### src/hdl/bqd_pkg.sv
// Shared constants, payload types and the microcode store for the biquad section.
// Used by biquad_lowpass_df2t; has no dependencies of its own.
package bqd_pkg;

    // Sizing
    localparam int CHANNELS       = 4;
    localparam int SAMPLE_BITS    = 24;
    localparam int COEF_FRAC_BITS = 28;
    localparam int CHAN_W         = 2;
    localparam int COEF_W         = 32;
    localparam int NUM_COEF       = 5;
    localparam int CFG_IDX_W      = 3;
    localparam int DLY_FRAC       = 12;
    localparam int DLY_W          = 48;
    localparam int CH_IDX_W       = (CHANNELS > 1) ? $clog2(CHANNELS) : 1;

    // Datapath widths (multiplier B operand carries x, y high part or y low part)
    localparam int MUL_B_W    = SAMPLE_BITS;
    localparam int PROD_W     = COEF_W + MUL_B_W;
    localparam int PROD_SHIFT = COEF_FRAC_BITS - DLY_FRAC;
    localparam int TERM_W     = PROD_W - PROD_SHIFT;
    localparam int YACC_W     = DLY_W + 1;
    localparam int RSUM_W     = YACC_W + 1;
    localparam int RND_W      = RSUM_W - DLY_FRAC;
    localparam int YFB_W      = SAMPLE_BITS + DLY_FRAC;
    localparam int MIX_W      = PROD_W + 1;
    localparam int MY_W       = MIX_W - PROD_SHIFT;
    localparam int ACC_W      = DLY_W + 2;

    localparam logic signed [SAMPLE_BITS-1:0] SAMPLE_MAX = {1'b0, {(SAMPLE_BITS-1){1'b1}}};
    localparam logic signed [SAMPLE_BITS-1:0] SAMPLE_MIN = {1'b1, {(SAMPLE_BITS-1){1'b0}}};
    localparam logic signed [YFB_W-1:0] YFB_MAX =
        {1'b0, {(SAMPLE_BITS-1){1'b1}}, {DLY_FRAC{1'b0}}};
    localparam logic signed [YFB_W-1:0] YFB_MIN = {1'b1, {(YFB_W-1){1'b0}}};
    localparam logic signed [DLY_W-1:0] DLY_MAX = {1'b0, {(DLY_W-1){1'b1}}};
    localparam logic signed [DLY_W-1:0] DLY_MIN = {1'b1, {(DLY_W-1){1'b0}}};
    localparam logic signed [RSUM_W-1:0] RND_HALF = RSUM_W'(2 ** (DLY_FRAC - 1));
    localparam logic signed [COEF_W-1:0] COEF_ONE = COEF_W'(2 ** COEF_FRAC_BITS);

    // Coefficient register indexes
    localparam logic [CFG_IDX_W-1:0] REG_B0 = CFG_IDX_W'(0);
    localparam logic [CFG_IDX_W-1:0] REG_B1 = CFG_IDX_W'(1);
    localparam logic [CFG_IDX_W-1:0] REG_B2 = CFG_IDX_W'(2);
    localparam logic [CFG_IDX_W-1:0] REG_A1 = CFG_IDX_W'(3);
    localparam logic [CFG_IDX_W-1:0] REG_A2 = CFG_IDX_W'(4);

    // Multiplier B operand select
    localparam logic [1:0] MB_X  = 2'd0;
    localparam logic [1:0] MB_YH = 2'd1;
    localparam logic [1:0] MB_YL = 2'd2;

    // Accumulator operations
    localparam logic [2:0] OP_NONE = 3'd0;
    localparam logic [2:0] OP_YACC = 3'd1;
    localparam logic [2:0] OP_D1X  = 3'd2;
    localparam logic [2:0] OP_D2X  = 3'd3;
    localparam logic [2:0] OP_MIX  = 3'd4;
    localparam logic [2:0] OP_SUB1 = 3'd5;
    localparam logic [2:0] OP_SUB2 = 3'd6;

    // Branch conditions
    localparam logic [2:0] C_NEVER    = 3'd0;
    localparam logic [2:0] C_ALWAYS   = 3'd1;
    localparam logic [2:0] C_NO_INPUT = 3'd2;
    localparam logic [2:0] C_SKIP     = 3'd3;
    localparam logic [2:0] C_OUT_BUSY = 3'd4;

    localparam int STEP_W = 4;
    localparam logic [STEP_W-1:0] STEP_IDLE  = STEP_W'(0);
    localparam logic [STEP_W-1:0] STEP_WRITE = STEP_W'(10);

    typedef struct packed {
        logic [CHAN_W-1:0]             channel;
        logic signed [SAMPLE_BITS-1:0] sample_in;
        logic                          clear_state;
    } t_in_item;

    typedef struct packed {
        logic [CHAN_W-1:0]             channel_out;
        logic signed [SAMPLE_BITS-1:0] sample_out;
        logic                          saturated;
    } t_out_item;

    typedef struct packed {
        logic [CFG_IDX_W-1:0] mul_a;
        logic [1:0]           mul_b;
        logic [2:0]           alu;
        logic [2:0]           cond;
        logic [STEP_W-1:0]    target;
        logic                 done;
    } t_uop;

    function automatic t_uop mk_uop(input logic [CFG_IDX_W-1:0] a, input logic [1:0] b,
                                    input logic [2:0] alu, input logic [2:0] cond,
                                    input logic [STEP_W-1:0] target, input logic done);
        t_uop u;
        u.mul_a  = a;
        u.mul_b  = b;
        u.alu    = alu;
        u.cond   = cond;
        u.target = target;
        u.done   = done;
        return u;
    endfunction

    // Program: a product is consumed in the next step; OP_MIX also uses the one before.
    function automatic t_uop uop_rom(input logic [STEP_W-1:0] step);
        t_uop u;
        case (step)
            STEP_W'(0):  u = mk_uop(REG_B0, MB_X,  OP_NONE, C_NO_INPUT, STEP_IDLE,  1'b0);
            STEP_W'(1):  u = mk_uop(REG_B0, MB_X,  OP_NONE, C_SKIP,     STEP_WRITE, 1'b0);
            STEP_W'(2):  u = mk_uop(REG_B1, MB_X,  OP_YACC, C_NEVER,    STEP_IDLE,  1'b0);
            STEP_W'(3):  u = mk_uop(REG_B2, MB_X,  OP_D1X,  C_NEVER,    STEP_IDLE,  1'b0);
            STEP_W'(4):  u = mk_uop(REG_A1, MB_YH, OP_D2X,  C_NEVER,    STEP_IDLE,  1'b0);
            STEP_W'(5):  u = mk_uop(REG_A1, MB_YL, OP_NONE, C_NEVER,    STEP_IDLE,  1'b0);
            STEP_W'(6):  u = mk_uop(REG_A2, MB_YH, OP_MIX,  C_NEVER,    STEP_IDLE,  1'b0);
            STEP_W'(7):  u = mk_uop(REG_A2, MB_YL, OP_SUB1, C_NEVER,    STEP_IDLE,  1'b0);
            STEP_W'(8):  u = mk_uop(REG_A2, MB_YL, OP_MIX,  C_NEVER,    STEP_IDLE,  1'b0);
            STEP_W'(9):  u = mk_uop(REG_A2, MB_YL, OP_SUB2, C_NEVER,    STEP_IDLE,  1'b0);
            STEP_W'(10): u = mk_uop(REG_B0, MB_X,  OP_NONE, C_OUT_BUSY, STEP_WRITE, 1'b1);
            default:     u = mk_uop(REG_B0, MB_X,  OP_NONE, C_ALWAYS,   STEP_IDLE,  1'b0);
        endcase
        return u;
    endfunction

endpackage

### src/hdl/biquad_lowpass_df2t.sv
// Multichannel biquad section (transposed direct form II), microcoded datapath.
// Depends on bqd_pkg for payload types, widths and the microcode store.
//
// Channel   Ports                                     Transfer when
// input     i_in_valid, o_in_stall, i_in_data         i_in_valid & !o_in_stall
// output    o_out_valid, i_out_stall, o_out_data      o_out_valid & !i_out_stall
// config    i_cfg_we, i_cfg_index, i_cfg_data         i_cfg_we
//
// A sample runs through the program steps from its transfer to its result in the output register, and
// the next input transfer can follow only once the program is back at its idle step:
// seven products share a single registered 32x24 multiplier, one issued per program step.
// Reset (synchronous, active low) loads the coefficient reset values and zeroes all delays.
// The input stalls while a sample is in flight; a finished result waits in the output
// register, and the program holds at its write-back step while that register is full and the output stalls.
module biquad_lowpass_df2t (
    input  logic                           i_clk,
    input  logic                           i_rst_n,
    input  logic                           i_in_valid,
    output logic                           o_in_stall,
    input  bqd_pkg::t_in_item              i_in_data,
    output logic                           o_out_valid,
    input  logic                           i_out_stall,
    output bqd_pkg::t_out_item             o_out_data,
    input  logic                           i_cfg_we,
    input  logic [bqd_pkg::CFG_IDX_W-1:0]  i_cfg_index,
    input  logic [bqd_pkg::COEF_W-1:0]     i_cfg_data
);
    import bqd_pkg::*;

    // Sequencer
    logic [STEP_W-1:0] r_step, n_step;
    t_uop              w_uop;
    logic              w_branch, w_finish, w_in_xfer, w_out_busy;

    // Configuration and channel state
    logic signed [COEF_W-1:0] r_coef [NUM_COEF];
    logic signed [DLY_W-1:0]  r_dly1 [CHANNELS];
    logic signed [DLY_W-1:0]  r_dly2 [CHANNELS];

    // Latched sample
    logic [CHAN_W-1:0]             r_ch;
    logic signed [SAMPLE_BITS-1:0] r_x;
    logic                          r_clr, r_skip;

    // Datapath
    logic signed [COEF_W-1:0]      w_mul_a;
    logic signed [MUL_B_W-1:0]     w_mul_b;
    logic signed [PROD_W-1:0]      r_prod, r_hold;
    logic signed [TERM_W-1:0]      w_term;
    logic signed [MY_W-1:0]        w_mix_term;
    logic signed [DLY_W-1:0]       w_d1, w_d2;
    logic [CH_IDX_W-1:0]           w_ch_idx;
    logic signed [YACC_W-1:0]      r_yacc;
    logic signed [RSUM_W-1:0]      w_rnd_sum;
    logic signed [RND_W-1:0]       w_yr;
    logic signed [YFB_W-1:0]       r_yfb;
    logic signed [MIX_W-1:0]       r_my;
    logic signed [ACC_W-1:0]       r_acc1, r_acc2;
    logic signed [SAMPLE_BITS-1:0] r_ys;
    logic                          r_sat;

    // Result register
    logic      r_out_valid;
    t_out_item r_out;

    function automatic logic signed [DLY_W-1:0] sat_dly(input logic signed [ACC_W-1:0] v);
        logic signed [DLY_W-1:0] r;
        if (v > ACC_W'(DLY_MAX)) begin
            r = DLY_MAX;
        end else if (v < ACC_W'(DLY_MIN)) begin
            r = DLY_MIN;
        end else begin
            r = DLY_W'(v);
        end
        return r;
    endfunction

    assign w_uop      = uop_rom(r_step);
    assign o_in_stall = (r_step != STEP_IDLE);
    assign w_in_xfer  = i_in_valid && !o_in_stall;
    assign w_out_busy = r_out_valid && i_out_stall;

    always_comb begin
        case (w_uop.cond)
            C_NEVER:    w_branch = 1'b0;
            C_ALWAYS:   w_branch = 1'b1;
            C_NO_INPUT: w_branch = !w_in_xfer;
            C_SKIP:     w_branch = r_skip;
            C_OUT_BUSY: w_branch = w_out_busy;
            default:    w_branch = 1'b0;
        endcase
    end

    assign w_finish = w_uop.done && !w_branch;

    always_comb begin
        if (w_branch) begin
            n_step = w_uop.target;
        end else if (w_uop.done) begin
            n_step = STEP_IDLE;
        end else begin
            n_step = r_step + STEP_W'(1);
        end
    end

    // Operand selection
    assign w_mul_a = r_coef[w_uop.mul_a];

    always_comb begin
        case (w_uop.mul_b)
            MB_X:    w_mul_b = r_x;
            MB_YH:   w_mul_b = r_yfb[YFB_W-1:DLY_FRAC];
            MB_YL:   w_mul_b = signed'({{(MUL_B_W-DLY_FRAC){1'b0}}, r_yfb[DLY_FRAC-1:0]});
            default: w_mul_b = r_x;
        endcase
    end

    assign w_ch_idx   = CH_IDX_W'(r_ch);
    assign w_d1       = r_clr ? '0 : r_dly1[w_ch_idx];
    assign w_d2       = r_clr ? '0 : r_dly2[w_ch_idx];
    assign w_term     = TERM_W'(r_prod >>> PROD_SHIFT);
    assign w_mix_term = MY_W'(r_my >>> PROD_SHIFT);
    assign w_rnd_sum  = RSUM_W'(r_yacc) + RND_HALF;
    assign w_yr       = RND_W'(w_rnd_sum >>> DLY_FRAC);

    // Datapath registers, no reset
    always_ff @(posedge i_clk) begin
        r_prod <= PROD_W'(w_mul_a) * PROD_W'(w_mul_b);
        r_hold <= r_prod;
        if (w_in_xfer) begin
            r_ch   <= i_in_data.channel;
            r_x    <= i_in_data.sample_in;
            r_clr  <= i_in_data.clear_state;
            r_skip <= (int'(i_in_data.channel) >= CHANNELS);
        end
        case (w_uop.alu)
            OP_YACC: begin
                r_yacc <= YACC_W'(w_term) + YACC_W'(w_d1);
            end
            OP_D1X: begin
                r_acc1 <= ACC_W'(w_term) + ACC_W'(w_d2);
                // clamp the fed-back y to the sample range, keep its fraction
                if (r_yacc > YACC_W'(YFB_MAX)) begin
                    r_yfb <= YFB_MAX;
                end else if (r_yacc < YACC_W'(YFB_MIN)) begin
                    r_yfb <= YFB_MIN;
                end else begin
                    r_yfb <= YFB_W'(r_yacc);
                end
                if (w_yr > RND_W'(SAMPLE_MAX)) begin
                    r_ys  <= SAMPLE_MAX;
                    r_sat <= 1'b1;
                end else if (w_yr < RND_W'(SAMPLE_MIN)) begin
                    r_ys  <= SAMPLE_MIN;
                    r_sat <= 1'b1;
                end else begin
                    r_ys  <= SAMPLE_BITS'(w_yr);
                    r_sat <= 1'b0;
                end
            end
            OP_D2X: begin
                r_acc2 <= ACC_W'(w_term);
            end
            OP_MIX: begin
                // coef * y = coef * y_high + floor(coef * y_low / 2^frac)
                r_my <= MIX_W'(r_hold) + MIX_W'(r_prod >>> DLY_FRAC);
            end
            OP_SUB1: begin
                r_acc1 <= r_acc1 - ACC_W'(w_mix_term);
            end
            OP_SUB2: begin
                r_acc2 <= r_acc2 - ACC_W'(w_mix_term);
            end
            default: begin
            end
        endcase
        if (w_finish) begin
            r_out.channel_out <= r_ch;
            r_out.sample_out  <= r_skip ? '0 : r_ys;
            r_out.saturated   <= r_skip ? 1'b0 : r_sat;
        end
    end

    // Control, configuration and channel state
    always_ff @(posedge i_clk) begin
        if (!i_rst_n) begin
            r_step         <= STEP_IDLE;
            r_out_valid    <= 1'b0;
            r_coef[REG_B0] <= COEF_ONE;
            r_coef[REG_B1] <= '0;
            r_coef[REG_B2] <= '0;
            r_coef[REG_A1] <= '0;
            r_coef[REG_A2] <= '0;
            for (int i = 0; i < CHANNELS; i++) begin
                r_dly1[i] <= '0;
                r_dly2[i] <= '0;
            end
        end else begin
            r_step <= n_step;
            if (w_finish) begin
                r_out_valid <= 1'b1;
            end else if (!i_out_stall) begin
                r_out_valid <= 1'b0;
            end
            if (i_cfg_we && (int'(i_cfg_index) < NUM_COEF)) begin
                r_coef[i_cfg_index] <= signed'(i_cfg_data);
            end
            // write back both delays; out-of-range channels leave state alone
            if (w_finish && !r_skip) begin
                r_dly1[w_ch_idx] <= sat_dly(r_acc1);
                r_dly2[w_ch_idx] <= sat_dly(r_acc2);
            end
        end
    end

    assign o_out_valid = r_out_valid;
    assign o_out_data  = r_out;

endmodule
### config.mk
export PLATFORM = sky130hd
export DESIGN_NAME = biquad_lowpass_df2t
export DESIGN_NICKNAME = d
export VERILOG_FILES = /design/src/hdl/bqd_pkg.sv /design/src/hdl/biquad_lowpass_df2t.sv
export SDC_FILE = /design/constraint.sdc
export NUM_CORES = 2
export LEC_CHECK = 0
export ABC_AREA = 0
export BUFFER_PORTS_ARGS = -buffer_cell sky130_fd_sc_hd__buf_2
export CAP_MARGIN = 20
export CORE_MARGIN = 2
export CORE_UTILIZATION = 45
export CTS_BUF_LIST = sky130_fd_sc_hd__clkbuf_4 sky130_fd_sc_hd__clkbuf_8
export CTS_CLUSTER_SIZE = 25
export DETAILED_ROUTE_END_ITERATION = 6
export PLACE_DENSITY = 0.63
export SKIP_CTS_REPAIR_TIMING = 1
export SYNTH_ARGS = -nofsm -noshare
export SYNTH_HDL_FRONTEND = slang
export SYNTH_SLANG_ARGS = --single-unit
### constraint.sdc
create_clock -name i_clk -period 10.8 [get_ports i_clk]
set_input_delay 1.62 -clock i_clk [delete_from_list [all_inputs] [get_ports i_clk]]
set_output_delay 1.62 -clock i_clk [all_outputs]
set_load 0.02 [all_outputs]
# Word level (Yosys, flattened, before mapping)
# Memories as Yosys holds them, arrays and structs flattened. A register that Yosys moved wholly into a read port is not among the register bits.
# Index checks and enable logic that the tools add are counted.
[totals] register_bits=438 mem_bits_rw=544 rom_bits=224 inputBits=67 out_inout_bits=29 word_cells=105 memories=4
[memory_table] name="(name not given)" depth=16 width=14 read_ports=1 rd_ports_with_merged_regs=1 wr=0 line="bqd_pkg.sv:109" source="case (step)"
[memory_table] name="r_dly1" depth=4 width=48 read_ports=1 rd_ports_with_merged_regs=1 wr=4 line="biquad_lowpass_df2t.sv:37" source="logic signed [DLY_W-1:0] r_dly1 [CHANNELS];"
[memory_table] name="r_dly2" depth=4 width=48 read_ports=1 rd_ports_with_merged_regs=1 wr=4 line="biquad_lowpass_df2t.sv:38" source="logic signed [DLY_W-1:0] r_dly2 [CHANNELS];"
[memory_table] name="r_coef" depth=5 width=32 read_ports=1 rd_ports_with_merged_regs=0 wr=5 line="biquad_lowpass_df2t.sv:36" source="logic signed [COEF_W-1:0] r_coef [NUM_COEF];"
[op_classes] add_sub_neg=7 mul=1 magnitude_cmp=9 n_eq_ne=12 mux=40 n_reduce_logical=14
[op_table] operator="48-bit two-way mux" n=12
[op_table] operator="50-bit one-hot mux with 2 select lines" n=2
[op_table] operator="50-bit by 48-bit greater-than comparator with 1-bit output (second input constant)" n=2
[op_table] operator="50-bit by 48-bit < comparator with 1-bit output (second input constant)" n=2
[op_table] operator="50-bit by 41-bit subtractor with 50-bit output" n=2
[op_table] operator="40-bit by 48-bit adder with 49-bit output" n=2
[op_table] operator="48-bit OR reduction" n=2
[op_table] operator="56-bit by 44-bit adder with 57-bit output" n=1
[op_table] operator="32-bit by 24-bit multiplier with 56-bit output" n=1
[op_table] operator="49-bit by 13-bit adder with 50-bit output (second input constant)" n=1
[op_table] operator="49-bit by 36-bit greater-than comparator with 1-bit output (second input constant)" n=1
[op_table] operator="49-bit by 36-bit < comparator with 1-bit output (second input constant)" n=1
[op_table] operator="24-bit one-hot mux with 2 select lines" n=1
[op_table] operator="38-bit by 24-bit greater-than comparator with 1-bit output (second input constant)" n=1
[op_table] operator="38-bit by 24-bit < comparator with 1-bit output (second input constant)" n=1
[op_table] operator="36-bit two-way mux" n=1
[op_table] operator="32-bit two-way mux" n=1
[op_table] operator="32-bit OR reduction" n=1
[op_table] operator="24-bit two-way mux" n=1
[op_table] operator="1-bit two-way mux" n=13
[op_table] operator="3-bit == test (second input constant)" n=4
[op_table] operator="4-bit two-way mux" n=3
[op_table] operator="3-bit by 2-bit == test with 1-bit output (second input constant)" n=3
[op_table] operator="2-bit two-way mux" n=4
[op_table] operator="13 further kinds" n=20

# Longest topological paths before layout
[depth] ltp_word=12 mapped_depth=34 mapped_depth_nobuf=32

# Worst setup path after synthesis
# Ideal clock, no wire load.
[synth_timing] kind="register -> register" start="register, netlist name w_uop[13]" end="register r_prod[53]" setup_time_ns=0.117 t_arrival_ns=8.151 t_required_ns=10.683 setup_slack_ns=2.533 path_stages_with_launch=30 path_buffers=3 period_less_slack_ns=8.267 path_cell_list="dfxtp_1 > buf_2 > buf_1 > mux4_2 > mux2i_1 > clkbuf_1 > nor2_1 > fa_1 > inv_1 > fa_1 > inv_1 > fa_1 > fa_1 > fa_1 > fa_1 > inv_1 > fa_1 > inv_1 > ha_1 > a21o_1 > a21o_1 > a21oi_1 > a21oi_1 > nor3_1 > o22ai_1 > o31a_1 > or2_1 > nand2_1 > mux2i_1 > nor2_1"
[synth_between] elab_chain_len=2
[synth_rtl] item="memory read 5 x 32 bit"
[synth_rtl] item="32-bit by 24-bit multiplier with 56-bit output" line="biquad_lowpass_df2t.sv:128" source="r_prod <= PROD_W'(w_mul_a) * PROD_W'(w_mul_b);"
[synth_rtl] item="to (signal assigned)" line="biquad_lowpass_df2t.sv:128"
[synth_rtl] item="to (decl)" line="biquad_lowpass_df2t.sv:48" source="logic signed [PROD_W-1:0] r_prod, r_hold;"
# No other way between the ends.
# A chain may end at the register's enable or synchronous reset.

# Final worst setup path
[layout_timing] start="register, netlist name w_uop[11]" end="register r_prod[55]"
[layout_between] elab_chain_len=3 elab_cells_between_ends=4
[layout_rtl] item="2-bit == test or 2-bit by 1-bit == test with 1-bit output (tied branches)" line="biquad_lowpass_df2t.sv:110" source="case (w_uop.mul_b)"
[layout_rtl] item="24-bit one-hot mux with 2 select lines (*)" line="biquad_lowpass_df2t.sv:110"
[layout_rtl] item="32-bit by 24-bit multiplier with 56-bit output (*)" line="biquad_lowpass_df2t.sv:128"
# Every way passes the cells marked *; elsewhere a longest branch is shown, timed or not.

==> summary.md <==
| Metric | Value |
|---|---|
| Required @ worst endpoint | `11620 ps` |
| Synth top cells by count | `nor2_1, inv_1, edfxtp_1, fa_1, nand2_1` |
| Failing checks | `DRC` |
| Synthesized instance count | `7503` |
| Reg clk slew, reported paths | `70 ps` |
| Crit-path cells | `inv_1 -> ha_2 -> nor2_1 -> a21oi_2 -> nor2_1 -> fa_1 -> fa_1 -> inv_1 -> fa_1 -> inv_1 -> fa_1 -> fa_1 -> fa_1 -> fa_1 -> ha_1 -> and3_1 -> nand3_1 -> o22ai_1 -> o31a_1 -> o21ai_1 -> o21ai_1 -> a21oi_1 -> xnor2_1` |
| DRC violations left | `2` |
| First-pass GRT wire length | `360900 um` |
| Setup violators final | `0` |
| Starting Density | `45.40%` |
| Slowest stage delay, CP | `920 ps` |
| Clk_lat worst skew | `1010 ps` |
| Worst-Margin Slew | `1209 ps` |
| Root buf cell | `clkbuf_8` |
| Number of synthesized flops with an enable pin | `945` |
| Global route overflow | `0` |
| Number of max-cap violations | `0` |
| Arrival time at the worst endpoint | `10470 ps` |
| Ys async rst share | `0%` |
| Startpoint types | `flop` |
| Worst path bufs/invs | `3` |
| Chip width | `429.0 um` |
| Dominant cell type by area after synthesis | `edfxtp_1` |
| Final net count | `8942` |
| Area growth, synth to finish | `9.143%` |
| Status | `finished, violations left` |
| Port Buffers | `95` |
| Routed vias/inst | `5.588` |
| Most frequent cell after synthesis | `nor2_1` |
| Ranking of synthesized cells by area | `edfxtp_1, fa_1, ha_1, nor2_1, inv_1` |
| CP Capture Type | `flop` |
| Row count | `155` |
| Area fraction of the dominant cell type after synthesis | `34.92%` |
| Crit-path leading delay family | `adder cells` |
| FF-to-FF path depth | `23` |
| Starting DRT DRC Count | `5104` |
| Slowest cell on crit path | `ha_2` |
| Min-Delay Path Class | `flop to flop` |
| Slew headroom | `19.41%` |
| Num CTS Buffers | `181` |
| Largest net degree at the start of global routing | `66` |
| Crit Path Class | `flop to flop` |
| Predominant post-synthesis flop cell | `edfxtp_1` |
| YS warnings | `0` |
| Core Area | `179000 um2` |
| GR Util All Layers | `26.04%` |
| Routed wire length | `236300 um` |
| WP depth | `23` |
| Layout cells sized above 1 | `10.63%` |
| CTS tree | `done` |
| Most common cell type on the critical path | `fa_1` |
| DP HPWL | `175100 um` |
| Max Root-Sink Buffers | `3` |
| Register area share after synthesis | `38.12%` |
| Placer Congestion | `0.9749` |
| Peak Freq | `103.6 MHz` |
| Crit share post-route | `89.39%` |
| Setup TNS | `0 ps` |
| RSZ-0062 raised after global routing | `no` |
| Post-Syn Area per Cell | `10.83 um2` |
| Routed via count | `56920` |
| TritonCTS Sinks | `1075` |
| Worst slack, placed | `1335 ps` |
| Htree depth | `4` |
| Setup ws final | `1146 ps` |
| Routed length per placed instance | `23.19 um` |
| Library cells used by synthesis | `101` |
| #FFs+latches synth | `1075` |
| Worst-path fanout max | `49` |
| Number of cells on the worst hold path | `0` |
| DIE AREA | `184000 um2` |
| Skew final | `85.61 ps` |
| Fin. max-slew vios | `0` |
| IO Count | `96` |
| Total iterations of the first detailed-routing run | `7` |
| Vias in the first global route | `59430` |
| Die H | `429.0 um` |
| Final min period | `9654 ps` |
| Routed Antenna Nets | `0` |
| Final hold vios | `0` |
| Cell area after synthesis | `81270 um2` |
| Antenna violations before repair | `17` |
[worst paths after layout]
check / startpoint / end / slack [ps]
min: r_prod[11]$_DFF_P_ / r_hold[11]$_DFF_P_ / 300
max: w_uop[11]$_SDFF_PP0_ / r_prod[55]$_DFF_P_ / 1150
max reg2reg: w_uop[11]$_SDFF_PP0_ / r_prod[55]$_DFF_P_ / 1150
min reg2reg: r_prod[11]$_DFF_P_ / r_hold[11]$_DFF_P_ / 300
[routing by layer]
layer / share of wire (%) / track usage (%) / vias up
li1: - / - / 25530
met1: 42 / 35.24 / 28600
met2: 44 / 39.86 / 2288
met3: 8.9 / 6.210 / 499
met4: 4.7 / 11.64 / 6
met5: 0.019 / 0 / -
[cells by family after synthesis]
family | count (synthesis) | share of synthesized area (%)
compound gates | 1148 | 9.108
fa+ha+maj | 1195 | 25.67
other cells | 1 | 0.004614
flops | 1075 | 38.12
mux | 238 | 5.422
buf+inv | 1303 | 6.038
xor+xnor | 299 | 3.222
simple gates | 2244 | 12.42
[metrics by stage]
step           hold WS [ps]  instances  cell area, um2  utilization [%]
3_3_place_gp          313.8       9846           84930            47.45
6_report              300.6      10190           88710            49.56
2_1_floorplan         309.6       7598           81630                -
3_5_place_dp          313.2       9849           84970            47.47
4_1_cts               294.8      10180           88650            49.52
5_1_grt               298.6      10190           88710            49.56
[layout make-up]
cell class / instances / area (um2)
flip-flops and latches: 1075 / 31000
clock inverters: 88 / 635.6
diodes: 5 / 12.51
fillers: 16090 / 90300
repair buffers: 223 / 1480
well taps: 2355 / 2947
clock buffers: 242 / 3037
inverters: 979 / 3675
multi-input cells: 5220 / 45920
[flip-flops by register name, summed over array words and instances, names as in the netlist, named ones only]
| register | count |
|---|---|
| r_coef | 256 |
| r_dly1 | 192 |
| r_dly2 | 192 |
| r_hold | 56 |
| r_prod | 56 |
| r_acc1 | 50 |
| r_acc2 | 50 |
| r_yacc | 49 |
| r_my | 41 |
| r_yfb | 36 |
| o_out_data | 27 |
| r_x | 24 |
| r_ys | 24 |
| w_uop | 11 |
| r_step | 4 |
| r_ch | 2 |
| o_out_valid | 1 |
| r_clr | 1 |
| r_sat | 1 |
[worst register-to-register path, stage by stage, from the launching register on]
cell and delay (ps):
dfxtp_1 340, inv_1 50, ha_2 920, nor2_1 150, a21oi_2 900, nor2_1 140
fa_1 640, fa_1 720, inv_1 240, fa_1 820, inv_1 310, fa_1 530
fa_1 560, fa_1 430, fa_1 440, ha_1 470, and3_1 330, nand3_1 100
o22ai_1 680, o31a_1 250, o21ai_1 130, o21ai_1 170, a21oi_1 100, xnor2_1 120
[layout by cell type, fill, tap and decap left out, drive strengths merged, types with 11 or more instances in the layout]
cell,Yosys,final
inv,977,987
nor2,979,979
edfxtp,945,945
fa,787,787
nand2,590,590
ha,408,408
a21oi,363,363
o21ai,297,297
clkbuf,287,242
buf,37,223
xnor2,183,183
a21o,160,160
mux4,158,158
nor2b,158,158
dfxtp,130,130
and2,129,129
xor2,116,116
conb,1,96
and3,96,96
nand3,73,73
clkinv,2,70
o21a,65,65
nand2b,52,52
nand4,51,51
mux2i,42,42
mux2,38,38
o21bai,36,36
nor3,32,32
a31oi,28,28
a211oi,26,26
o211ai,23,23
or2,19,19
nor3b,14,14
o31ai,14,14
a22oi,13,13
and4,13,13
a21boi,11,11
Power is left out: the tool's default activity adds up to more than one toggle a clock period on the data nets, which glitch-free logic cannot reach.
